$ cat src/rtl/kdlp_pkg.sv
// Shared types and constants for the keypad debounce / long-press code FIFO.
// No dependencies; imported by kdlp_scan and the top level.
package kdlp_pkg;

    localparam int KeyW    = 32;
    localparam int TimerW  = 16;
    localparam int CfgIdxW = 2;
    localparam int CountW  = 4;

    // Reset value of the first-delay register, also the hold timer's reset value
    localparam logic [TimerW-1:0] FirstDelayRst   = 16'd33;
    localparam logic [TimerW-1:0] RepeatPeriodRst = 16'd10;

    // Item command codes
    typedef enum logic {
        CMD_TICK = 1'b0,
        CMD_READ = 1'b1
    } t_cmd;

    // Configuration register indexes
    localparam logic [CfgIdxW-1:0] CFG_LONG_MASK     = 2'd0;
    localparam logic [CfgIdxW-1:0] CFG_SHIFT_MASK    = 2'd1;
    localparam logic [CfgIdxW-1:0] CFG_FIRST_DELAY   = 2'd2;
    localparam logic [CfgIdxW-1:0] CFG_REPEAT_PERIOD = 2'd3;

    // Configuration seen by the scan logic
    typedef struct packed {
        logic [KeyW-1:0]   long_mask;
        logic [KeyW-1:0]   shift_mask;
        logic [TimerW-1:0] first_delay;
        logic [TimerW-1:0] repeat_period;
    } t_cfg;

    // Code push request from the scan logic to the FIFO
    typedef struct packed {
        logic            req;
        logic [KeyW-1:0] code;
    } t_push;

endpackage

$ cat src/rtl/kdlp_scan.sv
// Debounce, release detection, hold timer and shift latch for one scan tick.
// Depends on kdlp_pkg; produces at most one code push per tick.
module kdlp_scan (
    input  logic                        i_clk,
    input  logic                        i_rst_n,
    input  logic                        i_tick,
    input  logic [kdlp_pkg::KeyW-1:0]   i_raw,
    input  kdlp_pkg::t_cfg              i_cfg,
    output kdlp_pkg::t_push             o_push
);
    import kdlp_pkg::*;

    logic [KeyW-1:0]   r_prev_raw, n_prev_raw;
    logic [KeyW-1:0]   r_prev_deb, n_prev_deb;
    logic [KeyW-1:0]   r_long_done, n_long_done;
    logic [KeyW-1:0]   r_shift_latch, n_shift_latch;
    logic [TimerW-1:0] r_timer, n_timer;

    logic [KeyW-1:0]   now_keys;
    logic [KeyW-1:0]   released;
    logic [TimerW-1:0] timer_dec;
    logic [KeyW-1:0]   latch_tgl;

    // Two-sample debounce: a bit moves only when both samples agree
    assign now_keys  = (r_prev_raw & i_raw) | (r_prev_deb & (r_prev_raw ^ i_raw));
    assign released  = r_prev_deb & ~now_keys;
    assign timer_dec = r_timer - 1'b1;
    assign latch_tgl = r_shift_latch ^ (released & i_cfg.shift_mask);

    // Next state and push request
    always_comb begin
        n_prev_raw    = i_raw;
        n_prev_deb    = now_keys;
        n_long_done   = r_long_done;
        n_shift_latch = r_shift_latch;
        n_timer       = i_cfg.first_delay;
        o_push.req    = 1'b0;
        o_push.code   = '0;

        // steady non-empty hold: count down, emit repeat or long code on expiry
        if (now_keys == r_prev_deb && now_keys != '0) begin
            n_timer = timer_dec;
            if (timer_dec == '0) begin
                if ((now_keys & ~i_cfg.long_mask) != '0) begin
                    o_push.req  = 1'b1;
                    o_push.code = now_keys | r_shift_latch;
                end else if ((now_keys & i_cfg.long_mask & ~r_long_done) != '0) begin
                    o_push.req  = 1'b1;
                    o_push.code = ~(now_keys | r_shift_latch);
                end
                n_timer     = i_cfg.repeat_period;
                n_long_done = now_keys;
            end
        end

        // release: code unless it closes a hold that already emitted one
        if (released != '0) begin
            if ((released & ~r_long_done) != '0) begin
                n_shift_latch = latch_tgl;
                o_push.req    = 1'b1;
                o_push.code   = released | latch_tgl;
            end else begin
                n_long_done = '0;
            end
        end

        if (!i_tick) begin
            o_push.req = 1'b0;
        end
    end

    // State registers, updated on accepted ticks only
    always_ff @(posedge i_clk) begin
        if (!i_rst_n) begin
            r_prev_raw    <= '0;
            r_prev_deb    <= '0;
            r_long_done   <= '0;
            r_shift_latch <= '0;
            r_timer       <= FirstDelayRst;
        end else if (i_tick) begin
            r_prev_raw    <= n_prev_raw;
            r_prev_deb    <= n_prev_deb;
            r_long_done   <= n_long_done;
            r_shift_latch <= n_shift_latch;
            r_timer       <= n_timer;
        end
    end

endmodule

$ cat src/rtl/keypad_debounce_long_press_fifo.sv
// Top level: config registers, code FIFO memory, two-stage result pipeline.
// Depends on kdlp_pkg and kdlp_scan.
//
// Keypad scanner with debounce, hold-repeat and long-press codes feeding a
// drop-oldest code FIFO. Each beat is either a scan tick (i_cmd = 0) carrying
// the raw key bitmap, or a read (i_cmd = 1) that pops one code. The block takes
// one beat per clock while o_stall is low and returns exactly one result beat
// per input beat, through stage 1 and the output register; the FIFO lives in a
// synchronous memory with a registered read port. While a result waits on
// o_valid, one more beat is taken before o_stall rises. The FIFO memory needs
// no clearing after reset. Configuration writes are taken every cycle (o_cfg_ready
// is tied high) and must only be issued while no beat is in flight.
module keypad_debounce_long_press_fifo #(
    parameter int FIFO_DEPTH = 8,
    parameter int KEY_COUNT  = 32
) (
    input  logic                           i_clk,
    input  logic                           i_rst_n,
    // item input
    input  logic                           i_valid,
    output logic                           o_stall,
    input  logic                           i_cmd,
    input  logic [kdlp_pkg::KeyW-1:0]      i_raw_keys,
    // result output
    output logic                           o_valid,
    input  logic                           i_stall,
    output logic [kdlp_pkg::KeyW-1:0]      o_key_code,
    output logic                           o_code_valid,
    output logic [kdlp_pkg::CountW-1:0]    o_pending_count,
    // configuration write
    input  logic                           i_cfg_valid,
    output logic                           o_cfg_ready,
    input  logic [kdlp_pkg::CfgIdxW-1:0]   i_cfg_index,
    input  logic [kdlp_pkg::KeyW-1:0]      i_cfg_data
);
    import kdlp_pkg::*;

    localparam int PtrW = (FIFO_DEPTH > 1) ? $clog2(FIFO_DEPTH) : 1;
    localparam int CntW = $clog2(FIFO_DEPTH + 1);
    localparam logic [PtrW-1:0] PtrLast = PtrW'(FIFO_DEPTH - 1);
    localparam logic [CntW-1:0] CntFull = CntW'(FIFO_DEPTH);
    localparam logic [KeyW-1:0] KeyMask = KeyW'({KEY_COUNT{1'b1}});

    function automatic logic [PtrW-1:0] ptr_inc(input logic [PtrW-1:0] p);
        return (p == PtrLast) ? '0 : p + 1'b1;
    endfunction

    // configuration registers
    t_cfg r_cfg;

    // FIFO memory and pointers
    logic [KeyW-1:0] r_mem [FIFO_DEPTH];
    logic [PtrW-1:0] r_wr_ptr, n_wr_ptr;
    logic [PtrW-1:0] r_rd_ptr, n_rd_ptr;
    logic [CntW-1:0] r_count,  n_count;
    logic [KeyW-1:0] r_rd_data;

    // pipeline stage 1 and output register
    logic              r_s1_valid;
    logic              r_s1_pop_ok;
    logic [CountW-1:0] r_s1_count;
    logic              r_out_valid;
    logic [KeyW-1:0]   r_key_code;
    logic              r_code_valid;
    logic [CountW-1:0] r_pending;

    logic    accept_in;
    logic    adv_out;
    logic    is_read;
    logic    pop_ok;
    logic    tick;
    t_push   push;

    // handshake
    assign adv_out   = !r_out_valid || !i_stall;
    assign o_stall   = r_s1_valid && !adv_out;
    assign accept_in = i_valid && !o_stall;
    assign is_read   = (i_cmd == CMD_READ);
    assign tick      = accept_in && !is_read;
    assign pop_ok    = accept_in && is_read && (r_count != '0);

    assign o_cfg_ready = 1'b1;

    // configuration write decode
    always_ff @(posedge i_clk) begin
        if (!i_rst_n) begin
            r_cfg.long_mask     <= '0;
            r_cfg.shift_mask    <= '0;
            r_cfg.first_delay   <= FirstDelayRst;
            r_cfg.repeat_period <= RepeatPeriodRst;
        end else if (i_cfg_valid && o_cfg_ready) begin
            unique case (i_cfg_index)
                CFG_LONG_MASK:     r_cfg.long_mask     <= i_cfg_data;
                CFG_SHIFT_MASK:    r_cfg.shift_mask    <= i_cfg_data;
                CFG_FIRST_DELAY:   r_cfg.first_delay   <= i_cfg_data[TimerW-1:0];
                CFG_REPEAT_PERIOD: r_cfg.repeat_period <= i_cfg_data[TimerW-1:0];
                default:           r_cfg               <= r_cfg;
            endcase
        end
    end

    kdlp_scan u_scan (
        .i_clk   (i_clk),
        .i_rst_n (i_rst_n),
        .i_tick  (tick),
        .i_raw   (i_raw_keys & KeyMask),
        .i_cfg   (r_cfg),
        .o_push  (push)
    );

    // FIFO pointer and count update; a push into a full FIFO drops the oldest
    always_comb begin
        n_wr_ptr = r_wr_ptr;
        n_rd_ptr = r_rd_ptr;
        n_count  = r_count;
        if (pop_ok) begin
            n_rd_ptr = ptr_inc(r_rd_ptr);
            n_count  = r_count - 1'b1;
        end else if (push.req) begin
            n_wr_ptr = ptr_inc(r_wr_ptr);
            if (r_count == CntFull) begin
                n_rd_ptr = ptr_inc(r_rd_ptr);
            end else begin
                n_count = r_count + 1'b1;
            end
        end
    end

    always_ff @(posedge i_clk) begin
        if (!i_rst_n) begin
            r_wr_ptr <= '0;
            r_rd_ptr <= '0;
            r_count  <= '0;
        end else begin
            r_wr_ptr <= n_wr_ptr;
            r_rd_ptr <= n_rd_ptr;
            r_count  <= n_count;
        end
    end

    // FIFO memory: one write port, one registered read port
    always_ff @(posedge i_clk) begin
        if (push.req) begin
            r_mem[r_wr_ptr] <= push.code;
        end
        if (pop_ok) begin
            r_rd_data <= r_mem[r_rd_ptr];
        end
    end

    // stage 1: waits for the memory read data
    always_ff @(posedge i_clk) begin
        if (!i_rst_n) begin
            r_s1_valid <= 1'b0;
        end else if (accept_in) begin
            r_s1_valid <= 1'b1;
        end else if (adv_out) begin
            r_s1_valid <= 1'b0;
        end
    end

    always_ff @(posedge i_clk) begin
        if (accept_in) begin
            r_s1_pop_ok <= pop_ok;
            r_s1_count  <= CountW'(n_count);
        end
    end

    // output register
    always_ff @(posedge i_clk) begin
        if (!i_rst_n) begin
            r_out_valid <= 1'b0;
        end else if (adv_out) begin
            r_out_valid <= r_s1_valid;
        end
    end

    always_ff @(posedge i_clk) begin
        if (adv_out && r_s1_valid) begin
            r_key_code   <= r_s1_pop_ok ? r_rd_data : '0;
            r_code_valid <= r_s1_pop_ok;
            r_pending    <= r_s1_count;
        end
    end

    assign o_valid         = r_out_valid;
    assign o_key_code      = r_key_code;
    assign o_code_valid    = r_code_valid;
    assign o_pending_count = r_pending;

endmodule

$ cat config.mk
export PLATFORM = sky130hd
export DESIGN_NAME = keypad_debounce_long_press_fifo
export DESIGN_NICKNAME = d
export VERILOG_FILES = /design/src/rtl/kdlp_pkg.sv /design/src/rtl/kdlp_scan.sv /design/src/rtl/keypad_debounce_long_press_fifo.sv
export SDC_FILE = /design/constraint.sdc
export NUM_CORES = 1
export LEC_CHECK = 0
export ABC_CLOCK_PERIOD_IN_PS = 9100
export BUFFER_PORTS_ARGS = -buffer_cell sky130_fd_sc_hd__clkbuf_2
export CORE_ASPECT_RATIO = 2
export CORE_UTILIZATION = 35
export CTS_BUF_LIST = sky130_fd_sc_hd__clkbuf_8
export DETAILED_ROUTE_END_ITERATION = 10
export GPL_TIMING_DRIVEN = 1
export PLACE_DENSITY = 0.56
export SETUP_SLACK_MARGIN = 0.3
export SLEW_MARGIN = 40
export SYNTH_ARGS = -nofsm -noshare
export SYNTH_HDL_FRONTEND = slang
export SYNTH_SLANG_ARGS = --single-unit
$ cat constraint.sdc
create_clock -name i_clk -period 9.1 [get_ports i_clk]
set_input_delay 1.82 -clock i_clk [delete_from_list [all_inputs] [get_ports i_clk]]
set_output_delay 1.82 -clock i_clk [all_outputs]
set_load 0.01 [all_outputs]
==> out/metrics.yaml, run 1 <==
hold_violations: 0
grt_pass1_vias: 17310
ys_async_sr_fraction_pct: 0
grt_setup_unrepaired: "false"
grtUsageTotal_pct: 20.9
clkSinkCount: 582
worst_slack_ps: 3100
p_switching_mw: 1.47
post-place-ws_ps: 2460
synth.area.top_cells: "edfxtp_1 (40%), dfxtp_1 (20%), mux4_2 (5.8%)"
placementRows: 138
fillers: 6741
post-route-util_pct: 40.0
drv_cap: 0
switching_share_pct: 25.5
cts_buffers: 85
crit_type: "in2reg"
htree_levels: 3
cp_num_buf_inv: 2
cts_root_buf: "clkbuf_8"
syn-num-nets: 2190
syn_area_mm2: 0.0249
fin_tns_setup_ps: 0
synth_cell_type_count: 73
internal_power_mw: 4.28
cts_max_path_buffers: 3
ys_seq_area_share_pct: 60.0
synth_ff_type: "edfxtp_1"
die_area_mm2: 0.0723
synth-seq-cells: 582
grt_start_max_net_pins: 80
p_per_area_mw_per_mm2: 203
final_nets: 2303
hold_buffers: 0
seq_area_mm2: 0.0150
antenna_found_initial: 1
avgViaCountPerCell: 5.41
netlist.top_cell.by_area: "edfxtp_1"
post_cts_buffers: 0
comb_power_share_pct: 10.4
postRouteAntennaNets: 0
gp_congestion: 0.990
p_leak_nw: 9.93
vias: 16944
ir_worst_vdd_uv: 108
areaGrowthSynthToFinish_pct: 13.5
end_kind: "flop"
netlist.area_leader.share_pct: 39.8
period_needed_ps: 6000
cp_top_family: "simple AND/OR/NAND/NOR gates"
wl_per_cell_um: 23.7
total_power_mw: 5.74
start_util_pct: 35.3
cts_tree: "done"
critPathSlowestCell: "o211a_1"
cp_data_arrival_time_ps: 6340
synth.avg_cell_area_um2: 12.2
tightest_slew_ps: 867
p_seq_share_pct: 51.3
dpl.hpwl_um: 51200
max_stage_delay_ps: 720
yosys_warnings: 0
first_pass_iters: 5
die_width_um: 191
hold_slack_ps: 423
worst_skew_pair.late_latency_ps: 720
max_freq_ghz: 0.167
drive_gt1_share_pct: 20.2
period_share_pct: 66.0
grt-ovfl-total: 0
clk_pin_slew_worst_paths_ps: 60
finalSetupViolations: 0
cp-start-kind: "input pin"
hold_path.class: "reg2reg"
portBuffers: 110
synthTopCellsByCount: "edfxtp_1 (330), nand2_1 (285), dfxtp_1 (252)"
rrSetupSlack_ps: 4030
syn_inst: 2046
grt_pass1_wl_um: 110000
status: "finished, final reports clean"
fp.dieH_um: 379
core_area_mm2: 0.0706
yosysMostFrequentCell: "edfxtp_1"
slew_violations: 0
multi_input_area_mm2: 0.00941
drt_iter0_markers: 1031
wl_um: 74200
drc_errors: 0
cp.required_ps: 9440
cts_resized: 0
worstPathCellList: "clkbuf_2 > ha_1 > a21oi_2 > ha_1 > nand4_1 > nor4_1 > o211a_1 > and3_1 > a21o_1 > nand3_1 > nor3b_2 > buf_4"
power_frac_clock_pct: 38.4
finalClockSkew_ps: 40.5
io_pins: 112
synth_edf_count: 330
cp_common_cell: "ha_1"
cp_max_fo: 32
max_slew_margin_pct: 42.2
-- power groups by stage --
stage | Combinational, mW | Sequential (mW) | Clock (mW)
after floorplan | 0.397 | 2.97 | 0
after global placement | 0.582 | 3.00 | 0
after detailed placement | 0.592 | 3.00 | 0
after CTS | 0.594 | 2.95 | 2.27
after global routing | 0.645 | 2.95 | 2.37
final | 0.596 | 2.95 | 2.20
-- area by class of cell --
cell class                      instances  area share, %
Clock buffer                           96           4.67
Antenna cell                            1        0.00885
Tap cell                              910           4.03
Inverter                               34          0.469
Sequential cell                       582           52.9
Multi-Input combinational cell       1308           33.3
Timing Repair Buffer                  148           3.14
Clock inverter                         54           1.52
-- through the flow --
step,cell area [um^2],instances
after detailed placement,26500,2981
after CTS,28200,3131
after global placement,26400,2978
after floorplan,24900,2046
after global routing,28300,3133
final,28300,3133
-- worst paths after layout --
| path | endpoint | startpoint | cells after the start |
|---|---|---|---|
| worst max-delay path | r_mem[5][23] | i_raw_keys[19] | 12 |
| worst min-delay path | o_pending_count[2] | r_s1_count[2] | 0 |
| worst max register to register | r_mem[5][23] | u_scan.r_prev_raw[19] | 11 |
| worst min register to register | o_pending_count[2] | r_s1_count[2] | 0 |
-- layer usage --
metal / global-route usage, % / vias up / wire length (um)
met4: 14.4 / 0 / 5180
met5: 0 / - / 0
met3: 3.97 / 205 / 3660
met1: 22.1 / 8334 / 27100
li1: - / 7855 / -
met2: 36.9 / 550 / 38200
-- kinds of logic after synthesis --
family	after synthesis	synth area share, %
adder cells (fa/ha/maj)	72	3.61
buffers and inverters	156	2.75
AND/OR/NAND/NOR	651	12.5
flip-flops	582	60.0
XOR/XNOR	42	1.48
other	1	0.0150
multiplexers	103	7.52
AO/OA/AOI/OAI	439	12.1
-- sequential cells by signal (all words and copies together), names as in the netlist, 32 cells and up --
| name | cells |
|---|---|
| u_scan.r_prev_deb | 32 |
| r_cfg | 96 |
| r_mem | 256 |
| r_rd_data | 32 |
| u_scan.r_long_done | 32 |
| u_scan.r_shift_latch | 32 |
| o_key_code | 32 |
| u_scan.r_prev_raw | 32 |
-- layout by cell type, fill, tap and decap left out, types with 34 or more instances in the layout --
| cell type | count |
|---|---|
| dfxtp_1 | 250 |
| and2_1 | 35 |
| clkbuf_8 | 96 |
| a211oi_1 | 34 |
| edfxtp_1 | 330 |
| clkbuf_2 | 110 |
| xor2_1 | 36 |
| nor2_1 | 105 |
| ha_1 | 72 |
| a21oi_1 | 193 |
| nand2b_1 | 35 |
| mux4_2 | 64 |
| nand3_1 | 49 |
| nand2_1 | 285 |
| inv_1 | 56 |
(Power assumes the default switching activity.)
==> run 2, diff against run 1 <==
--- a/config.mk
+++ b/config.mk
@@ -5,7 +5,7 @@
 export SDC_FILE = /design/constraint.sdc
 export NUM_CORES = 1
 export LEC_CHECK = 0
-export ABC_CLOCK_PERIOD_IN_PS = 9100
+export ABC_CLOCK_PERIOD_IN_PS = 5930
 export BUFFER_PORTS_ARGS = -buffer_cell sky130_fd_sc_hd__clkbuf_2
 export CORE_ASPECT_RATIO = 2
 export CORE_UTILIZATION = 35
==> constraint.sdc (replaced) <==
create_clock -name i_clk -period 5.93 [get_ports i_clk]
set_input_delay 1.186 -clock i_clk [delete_from_list [all_inputs] [get_ports i_clk]]
set_output_delay 1.186 -clock i_clk [all_outputs]
set_load 0.01 [all_outputs]
==> run 2 against run 1 <==
  * Total power is 52% higher
  * Clock skew is 7.7 ps higher
  * Global-route usage is 0.41 points higher
  * Register-to-register slack worse by 2400 ps
  * Cell area is 1.7% higher
  * Clock power is 48% higher
  * Clock-buffer cell count is 3 lower
  * Non-clock buffer count is 44 higher
  * Worst setup slack worse by 1700 ps
  * First-iteration DRC count is 8.9% lower
  * Flip-flop and latch count stayed put
  * Critical path depth is 4 higher
==> out/metrics.yaml, run 2 (synthesized netlist as in run 1, its figures left out) <==
cts_tree: "done"
grt_pass1_vias: 17519
finalSetupViolations: 0
slew_violations: 0
drv_cap: 0
min_path_cells: 0
cp_data_arrival_time_ps: 4910
htree_levels: 3
antenna_found_initial: 3
period_share_pct: 76.5
die_width_um: 191
drt_iter0_markers: 939
io_pins: 112
grt_setup_unrepaired: "false"
placed_cells: 3026
post_cts_buffers: 0
mostFrequentLayoutCells: "edfxtp_1 (330), nand2_1 (285), dfxtp_1 (250), a21oi_1 (193), clkbuf_2 (110)"
rr_endpoint: "r_mem[2][21]"
timing.critical_path.from: "i_raw_keys[0]"
cp-start-kind: "input pin"
cts_resized: 0
drive_gt1_share_pct: 21.5
cp_max_fo: 32
hold_path.class: "reg2reg"
wl_per_cell_um: 23.7
grt-ovfl-total: 0
period_needed_ps: 4540
cts_buffers: 82
finalClockSkew_ps: 48.2
end_kind: "flop"
wl_um: 75400
portBuffers: 110
top_regs: "r_mem (256), r_cfg (96)"
rrSetupSlack_ps: 1670
vias: 17033
worst_skew_pair.late_latency_ps: 730
ir_worst_vdd_uv: 155
layout_commonest_cell: "edfxtp_1"
clkSinkCount: 582
gp_congestion: 0.967
hp-start: "r_s1_count[1]"
max_slew_margin_pct: 46.7
hold_path_end: "o_pending_count[1]"
use_met3_pct: 3.94
final_nets: 2344
max_freq_ghz: 0.220
worstRegToRegCells: 15
crit_type: "in2reg"
cp.required_ps: 6310
tightest_slew_ps: 792
avgViaCountPerCell: 5.36
postRouteAntennaNets: 0
met1_usage_pct: 21.3
status: "finished, final reports clean"
core_area_mm2: 0.0706
largest_reg_flops: 256
clk_pin_slew_worst_paths_ps: 70
hold_violations: 0
placementRows: 138
fin_tns_setup_ps: 0
first_pass_iters: 7
cts_max_path_buffers: 3
grt_start_max_net_pins: 131
p_per_area_mw_per_mm2: 304
r2r_start: "u_scan.r_prev_raw[0]"
fp.dieH_um: 379
hold_buffers: 0
busiest_layer: "met2"
regMostFlops: "r_mem"
die_area_mm2: 0.0723
grtUsageTotal_pct: 21.3
cts_root_buf: "clkbuf_8"
grt_pass1_wl_um: 112000
use_met2_pct: 38.5
start_util_pct: 35.3
hold_slack_ps: 425
areaGrowthSynthToFinish_pct: 15.4
final_cells: 3177
drc_errors: 0
dpl.hpwl_um: 53400
p_leak_nw: 10.1
[run 2: cell types whose count changed in the layout (fill, tap and decap cells not counted), sizes merged]
cell      delta
clkbuf       -3
buf         +44
inv          +1
clkinvlp     +3
bufinv       -2
clkinv       +1
[run 2: worst max path at each step]
stage,cells after the start,slack [ps],to
final,16,1390,r_mem[2][21]
after global routing,16,1370,r_mem[2][19]
after global placement,16,340,r_mem[2][27]
after detailed placement,16,700,r_mem[2][27]
after floorplan,13,280,r_mem[2][0]
after CTS,16,1450,r_mem[2][24]
[run 2: where the power goes]
| group | internal (mW) | switching [mW] |
|---|---|---|
| sequential | 4.42 | 0.0865 |
| combinational | 0.390 | 0.586 |
| clock | 1.67 | 1.58 |
| total | 6.47 | 2.26 |
[run 2: per-layer routing]
metal | vias up | part of all wire (%)
li1 | 7921 | -
met1 | 8395 | 35
met2 | 507 | 53
met3 | 206 | 4.5
met4 | 4 | 8.0
met5 | - | 0.029
[run 2: critical path: stages]
cell and delay [ps]:
clkbuf_2 100, ha_1 290, a21oi_2 50, buf_4 180
ha_1 520, nand4_1 140, buf_4 170, nor4_2 570
buf_4 230, o211a_1 200, and3_1 190, buf_4 120
a21oi_2 60, nor2_1 210, nor4bb_4 380, buf_12 270
[run 2: area by class of cell]
type	count	area, um^2
inverter	34	133
sequential	582	15000
multi-input combinational	1308	9450
antenna	1	2.50
clock buffer	93	1280
fill	6643	41900
timing repair buffer	192	1410
tap	910	1140
clock inverter	57	392
[run 2: stage by stage]
step	util [%]	power, mW	setup slack (ps)	area [um^2]
6_report	40.7	8.73	1390	28800
5_1_grt	40.7	9.07	1370	28800
3_5_place_dp	38.3	5.58	700	27100
4_1_cts	40.7	8.85	1450	28700
2_1_floorplan	-	5.17	278	25000
3_3_place_gp	38.2	5.55	338	27000
==> run 3, diff against run 2 <==
--- a/config.mk
+++ b/config.mk
@@ -5,7 +5,7 @@
 export SDC_FILE = /design/constraint.sdc
 export NUM_CORES = 1
 export LEC_CHECK = 0
-export ABC_CLOCK_PERIOD_IN_PS = 5930
+export ABC_CLOCK_PERIOD_IN_PS = 4600
 export BUFFER_PORTS_ARGS = -buffer_cell sky130_fd_sc_hd__clkbuf_2
 export CORE_ASPECT_RATIO = 2
 export CORE_UTILIZATION = 35
==> constraint.sdc (replaced) <==
create_clock -name i_clk -period 4.6 [get_ports i_clk]
set_input_delay 0.92 -clock i_clk [delete_from_list [all_inputs] [get_ports i_clk]]
set_output_delay 0.92 -clock i_clk [all_outputs]
set_load 0.01 [all_outputs]
==> run 3 against run 2 <==
  * The run now ends with design-rule violations left
  * Sequential share of layout area decreased by 1.4 points
  * Flip-flop and latch count unchanged
  * Sequential power increased by 29%
  * Worst setup slack got worse by 1000 ps
  * Critical path type unchanged
  * Largest cell class unchanged
==> out/metrics.yaml, run 3 (synthesized netlist as in run 1, its figures left out) <==
internal_power_mw: 8.61
cp_num_buf_inv: 2
start_util_pct: 35.3
stdcell_area_mm2: 0.0296
cts_max_path_buffers: 3
grt-ovfl-total: 0
slew_violations: 0
min_path_cells: 3
tightest_slew_ps: 792
period_share_pct: 91.4
hold_path_end: "r_cfg[89]"
top_regs: "r_mem (256), r_cfg (96)"
layout_commonest_cell: "edfxtp_1"
cp_data_arrival_time_ps: 4630
final_nets: 2372
worstPathCellList: "clkbuf_2 > ha_1 > a21oi_4 > ha_1 > nand4_1 > nor4_2 > o211a_1 > and3_1 > a21oi_2 > nor2_4 > nor4b_4 > buf_4"
multi_input_area_mm2: 0.00995
first_pass_iters: 9
hp-start: "i_cfg_data[25]"
max_slew_margin_pct: 47.2
die_area_mm2: 0.0723
cts_tree: "done"
io_pins: 112
worst_skew_pair.late_latency_ps: 720
finalClockSkew_ps: 23.3
antenna_found_initial: 1
htree_levels: 3
finalSetupViolations: 0
drt_iter0_markers: 939
vias: 17056
crit_type: "in2reg"
max_freq_ghz: 0.238
power_frac_clock_pct: 38.2
hold_path.class: "in2reg"
portBuffers: 110
cts_resized: 0
switching_share_pct: 25.6
gp_congestion: 0.992
drc_errors: 1
p_switching_mw: 2.96
cts_root_buf: "clkbuf_8"
p_per_area_mw_per_mm2: 391
cp_top_family: "simple AND/OR/NAND/NOR gates"
mostFrequentLayoutCells: "edfxtp_1 (330), nand2_1 (285), dfxtp_1 (250), a21oi_1 (193), clkbuf_2 (110)"
grt_pass1_vias: 17524
cp_max_fo: 6
cp-start-kind: "input pin"
post_cts_buffers: 0
grt_setup_unrepaired: "false"
clkSinkCount: 582
fin_tns_setup_ps: 0
status: "finished, violations left"
grtUsageTotal_pct: 21.5
end_kind: "flop"
placementRows: 138
grt_start_max_net_pins: 105
dpl.hpwl_um: 55200
die_width_um: 191
seq_area_mm2: 0.0150
fillers: 6553
largest_reg_flops: 256
cts_buffers: 84
comb_power_share_pct: 11.6
placed_cell_area_mm2: 0.0278
critPathSlowestCell: "nor4b_4"
p_seq_share_pct: 50.2
cp_common_cell: "ha_1"
fp.dieH_um: 379
grt_pass1_wl_um: 113000
wl_um: 76500
hold_slack_ps: 440
cp.required_ps: 5030
violations: "design-rule violations"
rrSetupSlack_ps: 400
max_stage_delay_ps: 640
regMostFlops: "r_mem"
rr_endpoint: "r_mem[0][9]"
drive_gt1_share_pct: 23.8
ir_worst_vdd_uv: 254
postRouteAntennaNets: 0
areaGrowthSynthToFinish_pct: 18.7
core_area_mm2: 0.0706
hold_buffers: 0
wl_per_cell_um: 23.9
r2r_start: "u_scan.r_prev_raw[0]"
hold_violations: 0
avgViaCountPerCell: 5.32
period_needed_ps: 4200
p_leak_nw: 10.4
worstRegToRegCells: 11
drv_cap: 0
clk_pin_slew_worst_paths_ps: 70
-- run 3: cell count changes in the layout (fill, tap and decap cells not counted), sizes merged --
cell	previous run	this run
buf	82	108
clkbuf	203	212
inv	61	58
clkinv	20	18
clkinvlp	5	3
bufinv	5	6
-- run 3: worst max-delay path by stage --
stage / cells after the start / start / end / slack [ps]
3_3_place_gp: 12 / i_raw_keys[0] / r_mem[0][9] / -210
5_1_grt: 11 / u_scan.r_prev_raw[0] / r_mem[0][9] / 400
2_1_floorplan: 13 / i_raw_keys[10] / r_mem[2][0] / 310
6_report: 12 / i_raw_keys[0] / r_mem[0][9] / 400
4_1_cts: 11 / u_scan.r_prev_raw[0] / r_mem[0][9] / 420
3_5_place_dp: 12 / i_raw_keys[0] / r_mem[0][9] / -300
-- run 3: worst min-delay path, delay by kind of cell --
kind                   cells  cell delay (ps)
AOI/OAI and AO/OA          1               50
buffers and inverters      1               90
and+or+nand+nor            1               50
-- run 3: metrics by stage --
stage / setup slack, ps / power [mW] / std cells / util, %
global route: 402 / 12.0 / 3206 / 41.9
detailed placement: -295 / 7.27 / 3052 / 39.3
floorplan: 307 / 6.72 / 2046 / -
CTS: 423 / 11.7 / 3205 / 41.9
global placement: -213 / 7.25 / 3051 / 39.3
finish: 395 / 11.6 / 3206 / 41.9
-- run 3: power by group through the flow --
| stage | sequential (mW) | combinational, mW | clock [mW] |
|---|---|---|---|
| finish | 5.81 | 1.34 | 4.43 |
| global route | 5.82 | 1.44 | 4.77 |
| CTS | 5.81 | 1.35 | 4.58 |
| detailed placement | 5.92 | 1.35 | 0 |
| global placement | 5.92 | 1.33 | 0 |
| floorplan | 5.89 | 0.835 | 0 |
-- run 3: cell type report --
cell class,count,share of cell area (%)
antenna,1,0.00846
clock buffer,102,4.75
clock inverter,51,1.39
inverter,34,0.448
multi-input combinational,1308,33.6
sequential,582,50.6
tap,910,3.85
timing repair buffer,218,5.35
-- run 3: routing by layer --
metal  vias to the layer above  global-route usage (%)  share of wire, %
met5                         -                       0                 0
met4                         0                    14.7               6.9
met3                       171                    3.50               4.1
met2                       496                    39.8                54
met1                      8410                    21.7                35
li1                       7979                       -                 -
